[config.mk]
export PLATFORM = sky130hd
export DESIGN_NAME = assembler_token_splitter
export DESIGN_NICKNAME = d
export VERILOG_FILES = /design/src/design/ats_pkg.sv /design/src/design/ats_class.sv /design/src/design/ats_step.sv /design/src/design/assembler_token_splitter.sv
export SDC_FILE = /design/constraint.sdc
export NUM_CORES = 1
export LEC_CHECK = 0
export ABC_AREA = 1
export ABC_CLOCK_PERIOD_IN_PS = 9400
export BUFFER_PORTS_ARGS = -buffer_cell sky130_fd_sc_hd__buf_2
export CAP_MARGIN = 30
export CORE_MARGIN = 2
export CORE_UTILIZATION = 30
export DETAILED_ROUTE_END_ITERATION = 10
export MAX_ROUTING_LAYER = met4
export SLEW_MARGIN = 5
export SYNTH_ARGS = -nofsm -noshare
export SYNTH_HDL_FRONTEND = slang
export SYNTH_SLANG_ARGS = --single-unit
[constraint.sdc]
create_clock -name clk -period 9.4 [get_ports clk]
set_input_delay 1.41 -clock clk [delete_from_list [all_inputs] [get_ports clk]]
set_output_delay 1.41 -clock clk [all_outputs]
set_load 0.1 [all_outputs]
[src/design/ats_pkg.sv]
// ---------------------------------------------------------------------------
// ats_pkg
// Types, codes and character constants shared by the token splitter.
// ---------------------------------------------------------------------------
`timescale 1ns / 1ps
`default_nettype none

package ats_pkg;

    // Scan modes
    typedef enum logic [2:0] {
        MODE_IDLE       = 3'd0,
        MODE_IDENT      = 3'd1,
        MODE_NUMBER     = 3'd2,
        MODE_STRING     = 3'd3,
        MODE_CHAR_BODY  = 3'd4,
        MODE_CHAR_CLOSE = 3'd5,
        MODE_OPER       = 3'd6
    } mode_t;

    // Token kinds
    typedef enum logic [2:0] {
        KIND_IDENT  = 3'd0,
        KIND_NUMBER = 3'd1,
        KIND_STRING = 3'd2,
        KIND_CHAR   = 3'd3,
        KIND_OPER   = 3'd4,
        KIND_OTHER  = 3'd5
    } kind_t;

    // Error codes
    typedef enum logic [2:0] {
        ERR_NONE        = 3'd0,
        ERR_EMPTY_CHAR  = 3'd1,
        ERR_LONG_CHAR   = 3'd2,
        ERR_BAD_NUMBER  = 3'd3,
        ERR_OPEN_STRING = 3'd4,
        ERR_OPEN_CHAR   = 3'd5
    } err_t;

    // Number bases, zero while undecided
    localparam logic [4:0] BASE_NONE = 5'd0;
    localparam logic [4:0] BASE_2    = 5'd2;
    localparam logic [4:0] BASE_8    = 5'd8;
    localparam logic [4:0] BASE_10   = 5'd10;
    localparam logic [4:0] BASE_16   = 5'd16;

    // Characters with a role of their own
    localparam logic [7:0] CH_TAB    = 8'h09;
    localparam logic [7:0] CH_SPACE  = 8'h20;
    localparam logic [7:0] CH_BANG   = 8'h21;
    localparam logic [7:0] CH_DQUOTE = 8'h22;
    localparam logic [7:0] CH_SQUOTE = 8'h27;
    localparam logic [7:0] CH_DOT    = 8'h2E;
    localparam logic [7:0] CH_ZERO   = 8'h30;
    localparam logic [7:0] CH_LT     = 8'h3C;
    localparam logic [7:0] CH_EQ     = 8'h3D;
    localparam logic [7:0] CH_GT     = 8'h3E;
    localparam logic [7:0] CH_BSLASH = 8'h5C;

    // Per-character classification
    typedef struct packed {
        logic       is_ws;
        logic       is_digit;
        logic       is_id;
        logic       is_op;
        logic       hex_valid;
        logic [3:0] hex_val;
        logic       pfx_ok;
        logic [4:0] pfx_base;
    } char_class_t;

    // Scanner state carried from item to item
    typedef struct packed {
        mode_t      mode;
        logic [4:0] base;
        logic       esc;
        logic [7:0] pend_op;
        err_t       err;
    } scan_state_t;

    // One result item
    typedef struct packed {
        logic [7:0] ch_out;
        logic       in_token;
        logic       begins;
        kind_t      kind;
        err_t       error;
        logic       line_done;
    } result_t;

endpackage

`default_nettype wire

[src/design/ats_class.sv]
// ---------------------------------------------------------------------------
// ats_class
// Character classifier: whitespace, digit, identifier, operator, hex digit
// value and number prefix decode for one byte.
// ---------------------------------------------------------------------------
`timescale 1ns / 1ps
`default_nettype none

module ats_class
(
    input  wire logic [7:0]          ch,
    output ats_pkg::char_class_t     cls
);

    logic is_lower;
    logic is_upper;
    logic is_dig;

    // Decode character ranges
    always_comb
    begin
        is_lower = (ch >= 8'h61) && (ch <= 8'h7A);
        is_upper = (ch >= 8'h41) && (ch <= 8'h5A);
        is_dig   = (ch >= 8'h30) && (ch <= 8'h39);

        cls.is_ws    = (ch == ats_pkg::CH_SPACE) || (ch == ats_pkg::CH_TAB);
        cls.is_digit = is_dig;
        // letters, digits, underscore and colon
        cls.is_id    = is_lower || is_upper || is_dig || (ch == 8'h5F) || (ch == 8'h3A);
        // ; & | $ % < > = !
        cls.is_op    = (ch == 8'h3B) || (ch == 8'h26) || (ch == 8'h7C) ||
                       (ch == 8'h24) || (ch == 8'h25) || (ch == ats_pkg::CH_LT) ||
                       (ch == ats_pkg::CH_GT) || (ch == ats_pkg::CH_EQ) ||
                       (ch == ats_pkg::CH_BANG);

        // Hex digit value
        cls.hex_valid = 1'b1;
        cls.hex_val   = 4'd0;
        if (is_dig)
        begin
            cls.hex_val = 4'(ch - 8'h30);
        end
        else if ((ch >= 8'h61) && (ch <= 8'h66))
        begin
            cls.hex_val = 4'(ch - 8'h57);
        end
        else if ((ch >= 8'h41) && (ch <= 8'h46))
        begin
            cls.hex_val = 4'(ch - 8'h37);
        end
        else
        begin
            cls.hex_valid = 1'b0;
        end

        // Base chosen by the character after a leading zero
        cls.pfx_ok   = 1'b1;
        cls.pfx_base = ats_pkg::BASE_NONE;
        if ((ch >= 8'h31) && (ch <= 8'h37))
        begin
            cls.pfx_base = ats_pkg::BASE_8;
        end
        else if ((ch == 8'h62) || (ch == 8'h42))
        begin
            cls.pfx_base = ats_pkg::BASE_2;
        end
        else if ((ch == 8'h6F) || (ch == 8'h4F))
        begin
            cls.pfx_base = ats_pkg::BASE_8;
        end
        else if ((ch == 8'h64) || (ch == 8'h44))
        begin
            cls.pfx_base = ats_pkg::BASE_10;
        end
        else if ((ch == 8'h68) || (ch == 8'h48) || (ch == 8'h78) || (ch == 8'h58))
        begin
            cls.pfx_base = ats_pkg::BASE_16;
        end
        else
        begin
            cls.pfx_ok = 1'b0;
        end
    end

endmodule

`default_nettype wire

[src/design/ats_step.sv]
// ---------------------------------------------------------------------------
// ats_step
// Scanner step: from the current state and one classified character, form
// the result item and the state for the next character.
// ---------------------------------------------------------------------------
`timescale 1ns / 1ps
`default_nettype none

module ats_step
(
    input  wire logic [7:0]              ch,
    input  wire logic                    line_end,
    input  wire ats_pkg::char_class_t    cls,
    input  wire ats_pkg::scan_state_t    st,
    output ats_pkg::scan_state_t         nxt,
    output ats_pkg::result_t             res
);

    ats_pkg::scan_state_t s;
    logic [7:0]           co;
    logic                 tok;
    logic                 beg;
    ats_pkg::kind_t       knd;
    logic                 restart;
    logic                 fail;
    ats_pkg::err_t        fail_code;
    logic                 op_pair;

    always_comb
    begin
        s         = st;
        co        = ch;
        tok       = 1'b0;
        beg       = 1'b0;
        knd       = ats_pkg::KIND_OTHER;
        restart   = 1'b0;
        fail      = 1'b0;
        fail_code = ats_pkg::ERR_NONE;
        op_pair   = (ch == st.pend_op) ||
                    ((ch == ats_pkg::CH_EQ) &&
                     ((st.pend_op == ats_pkg::CH_BANG) || (st.pend_op == ats_pkg::CH_LT) ||
                      (st.pend_op == ats_pkg::CH_GT)));

        if (st.err == ats_pkg::ERR_NONE)
        begin
            // Continue the token in progress
            unique case (st.mode)
                ats_pkg::MODE_IDENT:
                begin
                    if (cls.is_id)
                    begin
                        tok = 1'b1;
                        knd = ats_pkg::KIND_IDENT;
                    end
                    else
                    begin
                        restart = 1'b1;
                    end
                end
                ats_pkg::MODE_NUMBER:
                begin
                    if (st.base == ats_pkg::BASE_NONE)
                    begin
                        if (cls.is_ws)
                        begin
                            restart = 1'b1;
                        end
                        else if (cls.pfx_ok)
                        begin
                            s.base = cls.pfx_base;
                            tok    = 1'b1;
                            knd    = ats_pkg::KIND_NUMBER;
                        end
                        else
                        begin
                            fail      = 1'b1;
                            fail_code = ats_pkg::ERR_BAD_NUMBER;
                        end
                    end
                    else if (cls.hex_valid && ({1'b0, cls.hex_val} < st.base))
                    begin
                        tok = 1'b1;
                        knd = ats_pkg::KIND_NUMBER;
                    end
                    else
                    begin
                        restart = 1'b1;
                    end
                end
                ats_pkg::MODE_STRING:
                begin
                    if (ch == ats_pkg::CH_TAB)
                    begin
                        co = ats_pkg::CH_SPACE;
                    end
                    tok = 1'b1;
                    knd = ats_pkg::KIND_STRING;
                    if (st.esc)
                    begin
                        s.esc = 1'b0;
                    end
                    else if (ch == ats_pkg::CH_BSLASH)
                    begin
                        s.esc = 1'b1;
                    end
                    else if (ch == ats_pkg::CH_DQUOTE)
                    begin
                        s.mode = ats_pkg::MODE_IDLE;
                    end
                end
                ats_pkg::MODE_CHAR_BODY:
                begin
                    if (ch == ats_pkg::CH_TAB)
                    begin
                        co = ats_pkg::CH_SPACE;
                    end
                    if (st.esc)
                    begin
                        s.esc  = 1'b0;
                        s.mode = ats_pkg::MODE_CHAR_CLOSE;
                        tok    = 1'b1;
                        knd    = ats_pkg::KIND_CHAR;
                    end
                    else if (ch == ats_pkg::CH_SQUOTE)
                    begin
                        fail      = 1'b1;
                        fail_code = ats_pkg::ERR_EMPTY_CHAR;
                    end
                    else if (ch == ats_pkg::CH_BSLASH)
                    begin
                        s.esc = 1'b1;
                        tok   = 1'b1;
                        knd   = ats_pkg::KIND_CHAR;
                    end
                    else
                    begin
                        s.mode = ats_pkg::MODE_CHAR_CLOSE;
                        tok    = 1'b1;
                        knd    = ats_pkg::KIND_CHAR;
                    end
                end
                ats_pkg::MODE_CHAR_CLOSE:
                begin
                    if (ch == ats_pkg::CH_TAB)
                    begin
                        co = ats_pkg::CH_SPACE;
                    end
                    if (ch == ats_pkg::CH_SQUOTE)
                    begin
                        s.mode = ats_pkg::MODE_IDLE;
                        tok    = 1'b1;
                        knd    = ats_pkg::KIND_CHAR;
                    end
                    else
                    begin
                        fail      = 1'b1;
                        fail_code = ats_pkg::ERR_LONG_CHAR;
                    end
                end
                ats_pkg::MODE_OPER:
                begin
                    if (op_pair)
                    begin
                        tok       = 1'b1;
                        knd       = ats_pkg::KIND_OPER;
                        s.mode    = ats_pkg::MODE_IDLE;
                        s.pend_op = 8'd0;
                    end
                    else
                    begin
                        restart = 1'b1;
                    end
                end
                default:
                begin
                    restart = 1'b1;
                end
            endcase

            // Latch the error and drop the token in progress
            if (fail)
            begin
                s.err     = fail_code;
                s.mode    = ats_pkg::MODE_IDLE;
                s.esc     = 1'b0;
                s.pend_op = 8'd0;
                s.base    = ats_pkg::BASE_NONE;
                tok       = 1'b0;
                beg       = 1'b0;
                knd       = ats_pkg::KIND_OTHER;
            end

            // Start a new token on this character, or skip it if it is whitespace
            if (restart)
            begin
                s.mode    = ats_pkg::MODE_IDLE;
                s.esc     = 1'b0;
                s.pend_op = 8'd0;
                s.base    = ats_pkg::BASE_NONE;
                if (!cls.is_ws)
                begin
                    beg = 1'b1;
                    tok = 1'b1;
                    if (ch == ats_pkg::CH_DQUOTE)
                    begin
                        knd    = ats_pkg::KIND_STRING;
                        s.mode = ats_pkg::MODE_STRING;
                    end
                    else if (ch == ats_pkg::CH_SQUOTE)
                    begin
                        knd    = ats_pkg::KIND_CHAR;
                        s.mode = ats_pkg::MODE_CHAR_BODY;
                    end
                    else if (cls.is_digit)
                    begin
                        knd    = ats_pkg::KIND_NUMBER;
                        s.mode = ats_pkg::MODE_NUMBER;
                        s.base = (ch == ats_pkg::CH_ZERO) ? ats_pkg::BASE_NONE
                                                          : ats_pkg::BASE_10;
                    end
                    else if (cls.is_id || (ch == ats_pkg::CH_DOT))
                    begin
                        knd    = ats_pkg::KIND_IDENT;
                        s.mode = ats_pkg::MODE_IDENT;
                    end
                    else if (cls.is_op)
                    begin
                        knd       = ats_pkg::KIND_OPER;
                        s.mode    = ats_pkg::MODE_OPER;
                        s.pend_op = ch;
                    end
                    else
                    begin
                        knd = ats_pkg::KIND_OTHER;
                    end
                end
            end

            // Flag a quote left open at line end
            if (line_end && (s.err == ats_pkg::ERR_NONE))
            begin
                if (s.mode == ats_pkg::MODE_STRING)
                begin
                    s.err = ats_pkg::ERR_OPEN_STRING;
                end
                else if ((s.mode == ats_pkg::MODE_CHAR_BODY) ||
                         (s.mode == ats_pkg::MODE_CHAR_CLOSE))
                begin
                    s.err = ats_pkg::ERR_OPEN_CHAR;
                end
            end
        end

        res.ch_out    = co;
        res.in_token  = tok;
        res.begins    = beg;
        res.kind      = knd;
        res.error     = s.err;
        res.line_done = line_end;

        // Return to idle after the last character of a line
        if (line_end)
        begin
            nxt.mode    = ats_pkg::MODE_IDLE;
            nxt.base    = ats_pkg::BASE_NONE;
            nxt.esc     = 1'b0;
            nxt.pend_op = 8'd0;
            nxt.err     = ats_pkg::ERR_NONE;
        end
        else
        begin
            nxt = s;
        end
    end

endmodule

`default_nettype wire

[src/design/assembler_token_splitter.sv]
// ---------------------------------------------------------------------------
// assembler_token_splitter
// Splits an assembler line, one character per item, into token fields.
// ---------------------------------------------------------------------------
// Input channel: ch and line_end with in_valid / in_stall; the item is taken
// at a clock edge with in_valid high and in_stall low. Mark the last
// character of every line with line_end.
// Output channel: ch_out, in_token, begins, kind, error and line_done with
// out_valid / out_stall; one result item per input item, in order.
// Path: an item goes from the input register through the scanner step to the
// result register, where out_valid rises; out_stall can hold it in the input
// register. Throughput: one item per cycle while out_stall is low, set by the
// single scanner state update between the two registers.
// Stall: while out_stall holds a result, the input register still takes one
// more item; in_stall rises only when both registers are full.
// Reset: rst_n clears both valid flags and returns the scanner to idle with
// no error. Scanner state also returns to idle after each line_end item.
// ---------------------------------------------------------------------------
`timescale 1ns / 1ps
`default_nettype none

module assembler_token_splitter
(
    input  wire logic        clk,
    input  wire logic        rst_n,
    input  wire logic        in_valid,
    output logic             in_stall,
    input  wire logic [7:0]  ch,
    input  wire logic        line_end,
    output logic             out_valid,
    input  wire logic        out_stall,
    output logic [7:0]       ch_out,
    output logic             in_token,
    output logic             begins,
    output logic [2:0]       kind,
    output logic [2:0]       error,
    output logic             line_done
);

    logic                  in_valid_reg;
    logic [7:0]            ch_reg;
    logic                  line_end_reg;
    logic                  out_valid_reg;
    ats_pkg::result_t      result_reg;
    ats_pkg::result_t      result_next;
    ats_pkg::scan_state_t  state_reg;
    ats_pkg::scan_state_t  state_next;
    ats_pkg::char_class_t  cls;
    logic                  out_ready;
    logic                  advance;
    logic                  in_take;

    // Handshake: result stage frees when empty or taken
    assign out_ready = !out_valid_reg || !out_stall;
    assign advance   = in_valid_reg && out_ready;
    assign in_stall  = in_valid_reg && !out_ready;
    assign in_take   = in_valid && !in_stall;

    // Classify the held character
    ats_class u_class
    (
        .ch  (ch_reg),
        .cls (cls)
    );

    // Scanner step
    ats_step u_step
    (
        .ch       (ch_reg),
        .line_end (line_end_reg),
        .cls      (cls),
        .st       (state_reg),
        .nxt      (state_next),
        .res      (result_next)
    );

    // Valid flags and scanner state
    always_ff @(posedge clk or negedge rst_n)
    begin
        if (!rst_n)
        begin
            in_valid_reg      <= 1'b0;
            out_valid_reg     <= 1'b0;
            state_reg.mode    <= ats_pkg::MODE_IDLE;
            state_reg.base    <= ats_pkg::BASE_NONE;
            state_reg.esc     <= 1'b0;
            state_reg.pend_op <= 8'd0;
            state_reg.err     <= ats_pkg::ERR_NONE;
        end
        else
        begin
            if (in_take)
            begin
                in_valid_reg <= 1'b1;
            end
            else if (advance)
            begin
                in_valid_reg <= 1'b0;
            end
            if (out_ready)
            begin
                out_valid_reg <= in_valid_reg;
            end
            if (advance)
            begin
                state_reg <= state_next;
            end
        end
    end

    // Payload registers
    always_ff @(posedge clk)
    begin
        if (in_take)
        begin
            ch_reg       <= ch;
            line_end_reg <= line_end;
        end
        if (advance)
        begin
            result_reg <= result_next;
        end
    end

    // Drive result ports
    assign out_valid = out_valid_reg;
    assign ch_out    = result_reg.ch_out;
    assign in_token  = result_reg.in_token;
    assign begins    = result_reg.begins;
    assign kind      = result_reg.kind;
    assign error     = result_reg.error;
    assign line_done = result_reg.line_done;

endmodule

`default_nettype wire

### Word level (Yosys, flattened, before mapping)

Index checks and enable logic that the tools add are counted.

* logic and storage cells: 247
* flip-flop bits (word level): 48

* reduce and logical (&&, ||, !) cells: 58
* magnitude comparators: 11
* muxes and demuxes: 118
* equality and inequality tests: 42
* $add $sub $neg: 3

Operator list (count)
* $eq 8x6->1 const B: 17
* $eq 8x7->1 const B: 13
* $mux 3: 34
* $mux 8: 12
* $mux 20: 4
* $mux 5: 12
* $mux 1: 41
* $mux 17: 2
* $le 8x7->1 const B: 4
* $logic_or 1x1->1: 25
* $reduce_bool 4->1: 5
* $pmux 3 s6: 1
* $ge 8x6->1 const B: 2
* $ge 8x7->1 const B: 2
* $le 8x6->1 const B: 2
* $mux 4: 4
* $eq 3x3->1 const B: 5
* $logic_and 1x1->1: 12
* $pmux 3 s4: 1
* $eq 3x2->1 const B: 3
* $pmux 3 s3: 1
* $eq 8x4->1 const B: 1
* $eq 8x8->1: 1
* $sub 4x3->4 const B: 2
* 19 further kinds: 26

### Longest topological paths before layout

Gate-level depths: netlist of run 1.

* depth in word-level cells: 25
* depth in mapped cells: 24
* gate-level depth less buffers: 23

### By module

A second synthesis of run 1 with hierarchy kept.

* cells, all modules: 548
* area, all modules: 3787.4 µm²

By module, submodules not included
* assembler_token_splitter: area each 1664.1 µm², sequential area each 1331.3 µm², times used 1, cells an instance 123
* ats_step: area each 1497.7 µm², sequential area each 0.0 µm², times used 1, cells an instance 304
* ats_class: area each 625.6 µm², sequential area each 0.0 µm², times used 1, cells an instance 121

### Worst setup path before layout of run 1

No wires, ideal clock.

* path kind: input-to-output
* from: in out_stall
* to: out in_stall
* slack: 5.179 ns
* arrival: 2.811 ns
* cell stages on the path: 2
* path buffers: 0
* data required time: 7.990 ns
* cell sequence: nand2_1 -> nor2_1

* longest elaborated chain between the ends: 4

RTL lines
* start: declaration: line assembler_token_splitter.sv:31 `input wire logic out_stall,`
* $logic_not 1->1: line assembler_token_splitter.sv:54 `assign out_ready = !out_valid_reg || !out_stall;`
* $logic_or 1x1->1: line assembler_token_splitter.sv:54
* $logic_not 1->1: line assembler_token_splitter.sv:56 `assign in_stall = in_valid_reg && !out_ready;`
* $logic_and 1x1->1: line assembler_token_splitter.sv:56
* end: declaration: line assembler_token_splitter.sv:27 `output logic in_stall,`

Every way passes these cells.

### Worst setup path after layout of run 1

* from: reg ch_reg[1]
* to: reg state_reg[7] (netlist bit)

* longest elaborated chain between the ends: 20
* elaborated cells between the ends (all ways): 111
* those cells by class: add/sub: 3; order compare: 11; eq/ne: 27; mux: 38; reduce/logical: 32

RTL lines
* start: declaration: line assembler_token_splitter.sv:41 `logic [7:0] ch_reg;`
* start signal: assignment: line assembler_token_splitter.sv:116 `ch_reg <= ch;`
* parallel branches: the longest is 20 deep, another holds $ge 8x7->1
* end signal: assignment: line assembler_token_splitter.sv:106 `state_reg <= state_next;`
* end: declaration: line assembler_token_splitter.sv:46 `ats_pkg::scan_state_t state_reg;`

Parallel ways; which one is timed is not known. The select of a mux whose other input is x is not followed.
A chain may end at the register's enable or synchronous reset.

==> impl_metrics.json, run 1 <==
{
  "status": "finished, final reports clean",
  "dr_total_vias": 2847,
  "count_of_input_and_output_buffers": 31,
  "hold_depth": 2,
  "cpLargestDelayFamily": "simple AND/OR/NAND/NOR gates",
  "rrSetupSlack_ns": 5.77,
  "setup_viol": 0,
  "vdd_ir_drop_max_mv": 0.144,
  "fmax_mhz": 275,
  "max_stage_delay_ns": 0.61,
  "dp_hpwl_um": 6170,
  "fin_nets": 480,
  "dp.cells": 589,
  "critPathRequiredTime_ns": 9.59,
  "grt_remaining_overflow": 0,
  "setup_slack_ns": 5.77,
  "yosys.area.top_type": "edfxtp_1",
  "core_area_um2": 10400,
  "async_flop_share_pct": 43.5,
  "track_usage_pct": 15.3,
  "post_placement_worst_setup_slack_ns": 5.84,
  "worst_setup_path_start_kind": "flip-flop",
  "synth_top_cell_area_share_pct": 24.3,
  "initial_utilization_pct": 31.0,
  "cellPowerDensity_nw_per_um2": 199,
  "ys_types": 43,
  "timing.critical_path.fanout_max": 12,
  "via_per_inst": 4.77,
  "worstPathArrival_ns": 3.82,
  "n_antenna_cell": 0,
  "detailedRoute.firstIterationViolations": 241,
  "grt_setup_unrepaired": "no",
  "tightest_slew_ns": 0.658,
  "postCtsSetupBuffers": 0,
  "synthFlopType": "edfxtp_1",
  "clockBufferDepth": 2,
  "design.portCount": 32,
  "clock_tree_from_tritoncts": "done",
  "grt_antenna_before_repair": 0,
  "worst_clock_skew_ns": 0.0117,
  "worstSkewPairLatency_ns": 0.30,
  "flow.area_growth_from_synthesis_pct": 10.7,
  "crit_path_cell_trace": "inv_1 > ha_1 > a21oi_1 > nand2_1 > nand2_2 > o21ai_0 > or2_2 > nand3_1 > inv_1 > ha_1 > inv_1 > nor2_1 > nand2_1 > nand2_2 > nand3_4 > nand2_8 > nor2_8 > nand3b_2 > nand2_2 > inv_1 > nand3_1 > nand2_1",
  "cts.repair.resized": 0,
  "cpMostUsedCell": "inv_1",
  "mappedNetlistArea_um2": 3210,
  "regArea_um2": 1280,
  "worst_hold_path_type": "flip-flop to flip-flop",
  "crit_path_end": "state_reg[7]$_DFFE_PN0P_",
  "cts_inserted_buffers": 5,
  "drt_drc": 0,
  "timing.final.crit_share_pct": 38.6,
  "setup.worst_path.start": "ch_reg[1]$_DFFE_PP_",
  "clkSlewWorstSetupHoldPaths_ns": 0.09,
  "fillerInstances": 1122,
  "ranking_of_synthesized_cells_by_area": "edfxtp_1 24%, dfrtp_1 16%, nand2_1 14%, inv_1 6.7%, nor2_1 5.7%",
  "cp_slowest_cell": "edfxtp_1",
  "timing.max_slew.rel_slack_pct": 56.0,
  "path_buf_inv": 4,
  "worst-setup-path-type": "flip-flop to flip-flop",
  "drv.max_cap_violation_count": 0,
  "reg_to_reg_start": "ch_reg[1]$_DFFE_PP_",
  "finalCriticalPeriod_ns": 3.63,
  "wire_per_inst_um": 13.2,
  "finalSetupTns_ns": 0,
  "stdcell_count": 597,
  "route.antenna.remaining_nets": 0,
  "firstDrtPassIters": 5,
  "layout.core_utilization_pct": 34.3,
  "yosys_warnings": 0,
  "grt_first_pass_wirelength_um": 13700,
  "die_h_um": 107,
  "std_cell_rows": 37,
  "grt_start_max_net_pins": 21,
  "clock-root-buffer": "clkbuf_8",
  "fp.dieW_um": 107,
  "capturing_element_type_of_the_critical_path": "flip-flop",
  "hold_viol_final": 0,
  "route.final.wire_length_um": 7910,
  "die_area_um2": 11500,
  "crit_cells": 22,
  "via_count_of_the_first_global_routing_pass": 2779,
  "synth_fp_nets": 455,
  "synth_enable_flop_cells": 26,
  "clock-sinks": 46,
  "largest_register_ff_count": 18,
  "postSynthRegisterBits": 46,
  "post_synth_inst_count": 435,
  "worst-r2r-cell-count": 22,
  "timing.final.max_slew_violations": 0,
  "multiInputGateArea_um2": 1580,
  "cts_hold_buffers": 0,
  "final_layout_size_suffix_gt1_share_pct": 16.7,
  "total_leakage_power_uw": 0.00170,
  "ys_seq_area_share_pct": 39.9,
  "cts.htree.levels": 2,
  "syn_area_per_cell_um2": 7.38,
  "place_congestion": 0.927,
  "worstReg2RegEnd": "state_reg[7]$_DFFE_PN0P_"
}
stage by stage:
stage	total power, uW	area, um^2	hold slack (ns)
after CTS	715	3550	0.483
after detailed placement	563	3440	0.469
after global placement	557	3430	0.462
after floorplan	509	3210	0.434
final	707	3550	0.478
after global routing	754	3550	0.551
metal layers:
metal / GRT usage [%] / up-vias / share of wire (%) / routed length [um]
met1: 21.2 / 1297 / 46 / 3680
met5: - / - / 0 / 0
met2: 23.3 / 85 / 46 / 3640
met4: 4.95 / 0 / 2.9 / 228
li1: - / 1445 / - / -
met3: 2.12 / 20 / 4.6 / 363
synth_stat cells, types with 7 or more instances:
cell type and n:
ha_1 7, o21ai_0 19, nor3_1 10, nand3_1 32, nand4_1 11, nor2_1 49, dfrtp_1 20, a21oi_1 12
edfxtp_1 26, inv_1 57, nand2_2 7, nand2_1 123
worst min-delay path by stage:
stage | to | from | slack [ns]
2_1_floorplan | out_valid$_DFFE_PN0P_ | in_valid_reg$_DFFE_PN0P_ | 0.43
3_3_place_gp | out_valid$_DFFE_PN0P_ | in_valid_reg$_DFFE_PN0P_ | 0.46
3_5_place_dp | out_valid$_DFFE_PN0P_ | in_valid_reg$_DFFE_PN0P_ | 0.47
4_1_cts | out_valid$_DFFE_PN0P_ | in_valid_reg$_DFFE_PN0P_ | 0.48
5_1_grt | state_reg[4]$_DFFE_PN0P_ | state_reg[4]$_DFFE_PN0P_ | 0.55
6_report | out_valid$_DFFE_PN0P_ | in_valid_reg$_DFFE_PN0P_ | 0.48
layout make-up:
class                      instances  share of cell area, %
tap                              136                   4.79
clock inverter                     2                   1.06
sequential                        46                   36.1
inverter                          63                   6.94
multi-input combinational        312                   44.3
timing repair buffer              32                   4.79
clock buffer                       6                   2.04
power by group:
| group | internal (uW) | switching, uW |
|---|---|---|
| clock network | 79.4 | 70.0 |
| registers | 244 | 18.3 |
| logic | 69.6 | 226 |
| total | 393 | 314 |
worst register-to-register path: cells and delay by family, from the launching register on:
kind	cells	cell delay, ns
compound gates	2	0.30
fa+ha+maj	2	0.53
buf+inv	4	0.47
flops	1	0.61
simple gates	14	1.62
cells by family after synthesis:
logic type,after synthesis,share of synthesized area (%)
flip-flops,46,39.9
XOR/XNOR,4,1.09
adder cells (fa/ha/maj),7,2.73
buffers and inverters,77,11.1
AO/OA/AOI/OAI,46,8.22
AND/OR/NAND/NOR,255,36.9
cells in the final DEF (no fill, tap or decap), types with 3 or more instances in the layout:
cell type | synthesis | routed
nor2_4 | 3 | 3
o21ai_2 | 4 | 4
or2_2 | 3 | 3
clkbuf_8 | 0 | 5
ha_1 | 7 | 7
a21oi_1 | 12 | 12
o21ai_0 | 19 | 19
edfxtp_1 | 26 | 26
nand4_1 | 11 | 11
nor2_2 | 6 | 7
o22ai_1 | 3 | 3
inv_2 | 3 | 3
nor2_1 | 49 | 48
dfrtp_1 | 20 | 20
inv_1 | 57 | 57
buf_2 | 0 | 31
nor3_1 | 10 | 10
nand3_1 | 32 | 32
nand2_1 | 123 | 123
nand2_2 | 7 | 7
Note: power is estimated with default switching activity, not from simulation.
==> run 2: changes to the inputs <==
- ABC_AREA: 1 -> 0
- ABC_CLOCK_PERIOD_IN_PS: 9400 -> 3800
- clock period: 9.4 -> 3.8 ns (I/O delays scaled with it)
==> impl_metrics.json, run 2 <==
{
  "status": "finished, final reports clean",
  "fmax_mhz": 277,
  "cts_hold_buffers": 0,
  "timing.max_slew.rel_slack_pct": 48.6,
  "dr_total_vias": 2788,
  "die_area_um2": 11100,
  "top_signal_layer_used": "met4",
  "mappedNetlistArea_um2": 3090,
  "final_layout_size_suffix_gt1_share_pct": 20.9,
  "synth_enable_flop_cells": 26,
  "yosys.area.top_type": "edfxtp_1",
  "setup_viol": 0,
  "ranking_of_synthesized_cells_by_area": "edfxtp_1 25%, dfrtp_1 16%, nand2_1 3.2%, nor2_1 3.2%, ha_1 2.8%",
  "worst-setup-path-type": "flip-flop to flip-flop",
  "largest_register_ff_count": 18,
  "cts.htree.levels": 2,
  "grt_first_pass_wirelength_um": 13400,
  "timing.hold.ws_ns": 0.216,
  "worstPathArrival_ns": 3.66,
  "count_of_input_and_output_buffers": 31,
  "tightest_slew_ns": 0.770,
  "grt_setup_unrepaired": "no",
  "stdcell_count": 500,
  "timing.final.crit_share_pct": 95.0,
  "clock_tree_from_tritoncts": "done",
  "postSynthRegisterBits": 46,
  "cellPowerDensity_nw_per_um2": 367,
  "worstReg2RegEnd": "error[0]$_DFFE_PP_",
  "post_synth_inst_count": 326,
  "async_flop_share_pct": 43.5,
  "drv.max_cap_violation_count": 0,
  "die_h_um": 105,
  "commonest_non_fill_non_tap_cell_in_the_layout": "buf_2",
  "hold_viol_final": 0,
  "std_cell_rows": 37,
  "synth.cells.most_frequent": "26 x edfxtp_1, 26 x nand2_1, 26 x nor2_1",
  "finalCriticalPeriod_ns": 3.61,
  "detailedRoute.firstIterationViolations": 276,
  "dp_hpwl_um": 5970,
  "cts_inserted_buffers": 5,
  "timing.critical_path.fanout_max": 6,
  "switching_power_uw": 498,
  "p_int_uw": 812,
  "ys_seq_area_share_pct": 41.5,
  "synth_fp_nets": 346,
  "route.final.wire_length_um": 8100,
  "clock-root-buffer": "clkbuf_8",
  "track_usage_pct": 15.3,
  "worst_clock_skew_ns": 0.00682,
  "wl_met2_um": 3770,
  "via_count_of_the_first_global_routing_pass": 2691,
  "reg_to_reg_start": "ch_reg[0]$_DFFE_PP_",
  "fillerInstances": 1007,
  "clock-sinks": 46,
  "clock_power_share_pct": 22.0,
  "design.portCount": 32,
  "core_area_um2": 10100,
  "flow.area_growth_from_synthesis_pct": 15.6,
  "fin_nets": 383,
  "n_antenna_cell": 0,
  "ys_types": 76,
  "place_congestion": 0.976,
  "layout.core_utilization_pct": 35.2,
  "worstSkewPairLatency_ns": 0.30,
  "met3_length_um": 582,
  "wire_per_inst_um": 16.2,
  "synth_top_cell_area_share_pct": 25.3,
  "route.antenna.remaining_nets": 0,
  "power.total_uw": 1310,
  "synthFlopType": "edfxtp_1",
  "worst-r2r-cell-count": 15,
  "critPathRequiredTime_ns": 3.85,
  "capturing_element_type_of_the_critical_path": "flip-flop",
  "vdd_ir_drop_max_mv": 0.210,
  "initial_utilization_pct": 30.5,
  "power_frac_seq_pct": 45.6,
  "timing.final.max_slew_violations": 0,
  "combinational_share_of_power_pct": 32.4,
  "switching_share_pct": 38.0,
  "clkSlewWorstSetupHoldPaths_ns": 0.08,
  "via_per_inst": 5.58,
  "rrSetupSlack_ns": 0.19,
  "drt_drc": 0,
  "worst_setup_path_start_kind": "flip-flop",
  "finalSetupTns_ns": 0,
  "yosys_warnings": 0,
  "worst_hold_path_type": "input port to asynchronous set/reset pin",
  "grt_start_max_net_pins": 24,
  "syn_area_per_cell_um2": 9.48,
  "grt_antenna_before_repair": 0,
  "grt_remaining_overflow": 0,
  "fp.dieW_um": 105,
  "wirelength_met1_um": 3470,
  "total_leakage_power_uw": 0.00138,
  "most-common-layout-cells": "31 x buf_2, 26 x nor2_1, 26 x nand2_1, 26 x edfxtp_1, 20 x dfrtp_1",
  "dp.cells": 491,
  "clockBufferDepth": 2,
  "firstDrtPassIters": 5
}
-- run 2: power groups by stage --
| stage | combinational (uW) | sequential [uW] | clock, uW |
|---|---|---|---|
| 6_report | 424 | 597 | 289 |
| 5_1_grt | 452 | 602 | 315 |
| 4_1_cts | 419 | 597 | 301 |
| 3_5_place_dp | 417 | 608 | 0 |
| 3_3_place_gp | 416 | 606 | 0 |
| 2_1_floorplan | 193 | 735 | 0 |
-- run 2: routing by layer --
| layer | vias up | GRT usage [%] |
|---|---|---|
| li1 | 1307 | - |
| met1 | 1306 | 19.4 |
| met2 | 146 | 23.8 |
| met3 | 29 | 2.47 |
| met4 | 0 | 7.14 |
| met5 | - | - |
-- run 2: per-stage QoR --
step | setup WS [ns] | cell area (um^2)
after floorplan | 0.0166 | 3100
after global placement | 0.145 | 3470
after detailed placement | 0.0522 | 3470
after CTS | 0.0646 | 3550
after global routing | 0.0115 | 3570
final | 0.191 | 3570
-- run 2: worst max path at each step --
stage / startpoint / depth (start not counted) / end / slack [ns]
final: ch_reg[0]$_DFFE_PP_ / 15 / error[0]$_DFFE_PP_ / 0.19
after global routing: ch_reg[0]$_DFFE_PP_ / 15 / error[0]$_DFFE_PP_ / 0.01
after global placement: ch_reg[1]$_DFFE_PP_ / 15 / error[0]$_DFFE_PP_ / 0.14
after detailed placement: ch_reg[0]$_DFFE_PP_ / 15 / error[0]$_DFFE_PP_ / 0.05
after floorplan: ch_reg[0]$_DFFE_PP_ / 16 / error[0]$_DFFE_PP_ / 0.02
after CTS: ch_reg[0]$_DFFE_PP_ / 15 / error[0]$_DFFE_PP_ / 0.06
-- run 2: critical path, cell delays in order, from the launching register on --
cell,delay (ns)
edfxtp_1,0.39
inv_2,0.07
ha_2,0.18
nor2b_1,0.12
o41a_1,0.33
and2_1,0.16
a32o_1,0.25
ha_1,0.17
o21bai_1,0.18
a2111oi_2,0.33
a311oi_1,0.15
o21ai_2,0.20
o211ai_4,0.13
mux2_4,0.33
a311oi_2,0.26
o31ai_2,0.09
-- run 2: cell families (layout without fill, tap and decap cells) --
family / after synthesis / in the layout / share of synthesized area (%)
DFF: 46 / 46 / 41.5
muxes: 3 / 3 / 1.17
and+or+nand+nor: 126 / 126 / 23.4
buffers and inverters: 38 / 76 / 4.94
AOI/OAI and AO/OA: 98 / 98 / 23.9
xor gates and xnor gates: 8 / 8 / 2.27
adders and majority gates: 7 / 7 / 2.84
-- run 2: layout make-up --
type / count / area, um^2 / share of cell area, %
sequential: 46 / 1280 / 35.9
clock buffer: 8 / 80.1 / 2.24
tap: 136 / 170 / 4.77
multi-input combinational: 242 / 1670 / 46.9
timing repair buffer: 50 / 298 / 8.34
inverter: 18 / 67.6 / 1.89
-- run 2: repair_timing --
action                     in CTS  in global routing
gates resized for setup         0                  4
setup endpoints to repair       0                 23
setup buffers                   0                  1
